===== src/rtl/mapt_pkg.sv =====
// ----------------------------------------------------------------------------
// mapt_pkg - shared definitions of the moving average position trader
// widths, codes, state encoding and the control structs between the blocks
// ----------------------------------------------------------------------------
`default_nettype none

package mapt_pkg;

   localparam int WINDOW_DEPTH_DEF = 1024;

   localparam int PRICE_W    = 32;
   localparam int PERIOD_W   = 11;
   localparam int SUM_W      = PRICE_W + PERIOD_W;
   localparam int QUO_W      = 32;
   localparam int BAL_W      = 48;
   localparam int COUNT_W    = 32;
   localparam int ACTION_W   = 2;
   localparam int CSR_IDX_W  = 2;
   localparam int CSR_DATA_W = 32;

   typedef enum logic [ACTION_W-1:0] {
      ACT_NONE  = 2'd0,
      ACT_OPEN  = 2'd1,
      ACT_CLOSE = 2'd2
   } action_type;

   typedef enum logic [CSR_IDX_W-1:0] {
      CSR_SHORT_PERIOD = 2'd0,
      CSR_LONG_PERIOD  = 2'd1,
      CSR_SPREAD       = 2'd2
   } csr_index_type;

   typedef enum logic [2:0] {
      ST_IDLE,
      ST_SUM,
      ST_DECIDE,
      ST_DIV,
      ST_OUT
   } state_type;

   typedef struct packed {
      logic clear;
      logic push;
      logic update;
   } win_ctrl_type;

   typedef struct packed {
      logic [SUM_W-1:0]    short_sum;
      logic [SUM_W-1:0]    long_sum;
      logic [PERIOD_W-1:0] ns;
      logic [PERIOD_W-1:0] nl;
   } win_stat_type;

endpackage

`default_nettype wire


===== src/rtl/mapt_div.sv =====
// ----------------------------------------------------------------------------
// mapt_div - serial restoring divider for the window averages
// one quotient bit per cycle, quotient known to fit the price width
// ----------------------------------------------------------------------------
`default_nettype none

module mapt_div (
   input  wire logic                           clock,
   input  wire logic                           reset,
   input  wire logic                           start,
   input  wire logic [mapt_pkg::SUM_W-1:0]     dividend,
   input  wire logic [mapt_pkg::PERIOD_W-1:0]  divisor,
   output      logic                           busy,
   output      logic [mapt_pkg::QUO_W-1:0]     quotient
);

   localparam int PW  = mapt_pkg::PERIOD_W;
   localparam int QW  = mapt_pkg::QUO_W;
   localparam int CNT_W = $clog2(QW + 1);

   logic [PW-1:0]    rem_ff, rem_in;
   logic [QW-1:0]    quo_ff, quo_in;
   logic [PW-1:0]    div_ff;
   logic [CNT_W-1:0] cnt_ff;
   logic [PW:0]      trial;
   logic             ge;

   always_comb begin
      trial  = {rem_ff, quo_ff[QW-1]};
      ge     = (trial >= {1'b0, div_ff});
      rem_in = ge ? PW'(trial - {1'b0, div_ff}) : PW'(trial);
      quo_in = {quo_ff[QW-2:0], ge};
   end

   always_ff @(posedge clock) begin
      if (reset) begin
         cnt_ff <= '0;
      end else if (start) begin
         cnt_ff <= CNT_W'(QW);
      end else if (cnt_ff != '0) begin
         cnt_ff <= cnt_ff - CNT_W'(1);
      end
   end

   always_ff @(posedge clock) begin
      if (start) begin
         rem_ff <= dividend[mapt_pkg::SUM_W-1:QW];
         quo_ff <= dividend[QW-1:0];
         div_ff <= divisor;
      end else if (cnt_ff != '0) begin
         rem_ff <= rem_in;
         quo_ff <= quo_in;
      end
   end

   assign busy     = (cnt_ff != '0);
   assign quotient = quo_ff;

endmodule

`default_nettype wire


===== config.mk =====
export PLATFORM = sky130hd
export DESIGN_NAME = mapt_div
export DESIGN_NICKNAME = d
export VERILOG_FILES = /design/src/rtl/mapt_pkg.sv /design/src/rtl/mapt_div.sv
export SDC_FILE = /design/constraint.sdc
export NUM_CORES = 1
export LEC_CHECK = 0
export ABC_AREA = 1
export BUFFER_PORTS_ARGS = -buffer_cell sky130_fd_sc_hd__clkbuf_2
export CAP_MARGIN = 20
export CORE_UTILIZATION = 49
export CTS_BUF_LIST = sky130_fd_sc_hd__clkbuf_8
export DETAILED_ROUTE_END_ITERATION = 7
export GPL_TIMING_DRIVEN = 0
export PLACE_DENSITY_LB_ADDON = 0.12
export SYNTH_ARGS = -nofsm -noshare
export SYNTH_HDL_FRONTEND = slang
export SYNTH_SLANG_ARGS = --single-unit

===== constraint.sdc =====
create_clock -name clock -period 2.7 [get_ports clock]
set_input_delay 0.54 -clock clock [delete_from_list [all_inputs] [get_ports clock]]
set_output_delay 0.54 -clock clock [all_outputs]
set_load 0.01 [all_outputs]

==> metrics.yaml <==
final_core_util: 0.645
dr.max_layer_used: "met4"
ir_worst_vdd_v: 0.000495
p_switching_w: 0.00152
fin_crit_ns: 2.36
p_clk_frac: 0.241
vias: 2903
pre_cts_ws_ns: -0.268
dieArea_um2: 7160
wl_met2_mm: 3.44
initial_utilization: 0.518
maxCapViolCount: 0
seq_area_frac_synth: 0.521
ys_ff_latch: 60
drt-initial-drc-count: 139
dp.cells: 573
cp.arrival_ns: 2.40
syn_avg_cell_area_um2: 8.24
holdCritPathClass: "in2reg"
first_pass_iters: 6
detail_route.wl_per_cell_um: 12.4
antenna_left: 0
setup_ws_ns: 0.337
wl_met1_mm: 3.33
worstPathRequired_ns: 2.74
p_leak_nw: 2.22
syn_nets: 476
cts-root-buf: "clkbuf_8"
worstSetupPathType: "in2reg"
setup_viol_count_final: 0
swShare: 0.371
syn_to_final_growth_pct: 24.5
p_total_w: 0.00409
gp_congestion: 0.863
fin_tns_setup_ns: 0
cts_setup_buffers: 0
cts_tree: "done"
htree_levels: 3
outcome: "finished clean"
grt_first_pass_wirelength_mm: 12.3
grt_start_max_net_pins: 24
drive_above_1_share: 0.252
min_period_over_period: 0.875
drcViolationCount: 0
io_pins: 90
grt_pass1_vias: 2754
synth-warning-count: 0
timing.slew.headroom: 0.636
synth_area_um2: 3340
io_buffers: 89
dp_hpwl_mm: 5.52
viasPerCell: 4.93
rsz0062_at_grt: "false"
cts_hold_buf: 0
finClkSkew_ns: 0.0102
final-hold-violation-count: 0
r2r_slack_ns: 0.41
synth.distinct_cells: 25
die_x_um: 84.6
final_nets: 577
start_kind: "input port"
tightestPinTransition_ns: 0.546
antenna_found_initial: 0
cp-end-kind: "flip-flop"
power_density_nw_per_um2: 981
synthCells: 406
final_cells: 589
cts_buffer_depth: 2
seq_power_share: 0.357
diodes: 0
numCtsBuffers: 9
p_int_w: 0.00257
routed_wl_mm: 7.33
cts-resized-gates: 0
combPwrFrac: 0.402
die_h_um: 84.6
gr-usage-all-layers: 0.225
clock_sinks: 60
gr-total-overflow: 0
rows: 29
core_area_um2: 6460
cts.clk_slew.worst_paths_ns: 0.08
routed-wl-met3_um: 469
fmax_mhz: 423
clkLatencyLatePin_ns: 0.34
cp_max_fo: 23
slew_viol_final: 0
## placed cells by master (no fill, tap or decap), drive strengths merged, types with 6 or more instances in the layout
| cell | instances |
|---|---|
| clkbuf | 105 |
| buf | 8 |
| nand3 | 29 |
| inv | 54 |
| edfxtp | 54 |
| a21oi | 10 |
| nand4 | 13 |
| dfxtp | 6 |
| nand2 | 188 |
| nor2 | 15 |
| ha | 12 |
## area by class of cell
class                           count  area (um^2)
Buffer                             14         73.8
Clock buffer                        9          124
Clock inverter                      7          115
Fill cell                         579         2290
Inverter                           55          206
Multi-Input combinational cell    277         1340
Sequential cell                    60         1740
Tap cell                           77         96.3
Timing Repair Buffer               90          473
## final timing paths
kind / from / to / cells past startpoint
setup / recovery: start / quotient[10] / 6
hold / removal: divisor[3] / div_ff[3] / 1
setup reg to reg: quotient[31] / rem_ff[7] / 14
hold reg to reg: cnt_ff[0] / cnt_ff[0] / 1
## synthesized netlist by cell type, drive strengths merged
cell type | instances | area [um^2]
nand2 | 188 | 718
clkbuf | 7 | 26.3
ha | 12 | 150
or2 | 2 | 12.5
nand3 | 29 | 175
xor2 | 3 | 26.3
buf | 7 | 47.5
edfxtp | 54 | 1620
nor2 | 15 | 58.8
xnor2 | 1 | 8.76
nand4 | 13 | 81.3
a21oi | 10 | 53.8
nand3b | 1 | 7.51
fa | 1 | 20.0
inv | 54 | 203
dfxtp | 6 | 120
o21ai | 2 | 10.0
clkinv | 1 | 3.75
## kinds of logic (layout without fill, tap and decap cells)
| group | Yosys count | after routing | share of synthesized area |
|---|---|---|---|
| AND/OR/NAND/NOR | 248 | 248 | 0.315 |
| buffers and inverters | 69 | 175 | 0.0838 |
| flip-flops | 60 | 60 | 0.521 |
| adder cells (fa/ha/maj) | 13 | 13 | 0.0509 |
| AO/OA/AOI/OAI | 12 | 12 | 0.0191 |
| XOR/XNOR | 4 | 4 | 0.0105 |
## power groups by stage
| stage | clock [W] | sequential (W) | combinational, W |
|---|---|---|---|
| after detailed placement | 0 | 0.00147 | 0.00165 |
| after global routing | 0.00104 | 0.00148 | 0.00187 |
| after floorplan | 0 | 0.00151 | 0.00113 |
| final | 0.000986 | 0.00146 | 0.00164 |
| after CTS | 0.00100 | 0.00146 | 0.00166 |
| after global placement | 0 | 0.00147 | 0.00158 |
## registers in the layout, indices dropped and copies added (netlist names)
register / cells
rem_ff: 11
cnt_ff: 6
quotient: 32
div_ff: 11
## critical path, stage by stage
cell,delay (ns)
clkbuf_2,0.30
buf_2,0.33
clkinv_1,0.29
clkbuf_1,0.32
nand3_4,0.39
buf_16,0.22
## per-stage QoR
step	cell area (um^2)	hold slack (ns)
2_1_floorplan	3350	0.422
4_1_cts	4160	0.361
3_5_place_dp	3920	0.440
6_report	4170	0.371
3_3_place_gp	3890	0.433
5_1_grt	4170	0.363
## metal layers
layer	global-route usage	up-vias
met2	0.365	73
met1	0.284	1325
li1	-	1495
met4	0.111	0
met3	0.0521	10
met5	0	-
Power figures use the tool's default switching activity.
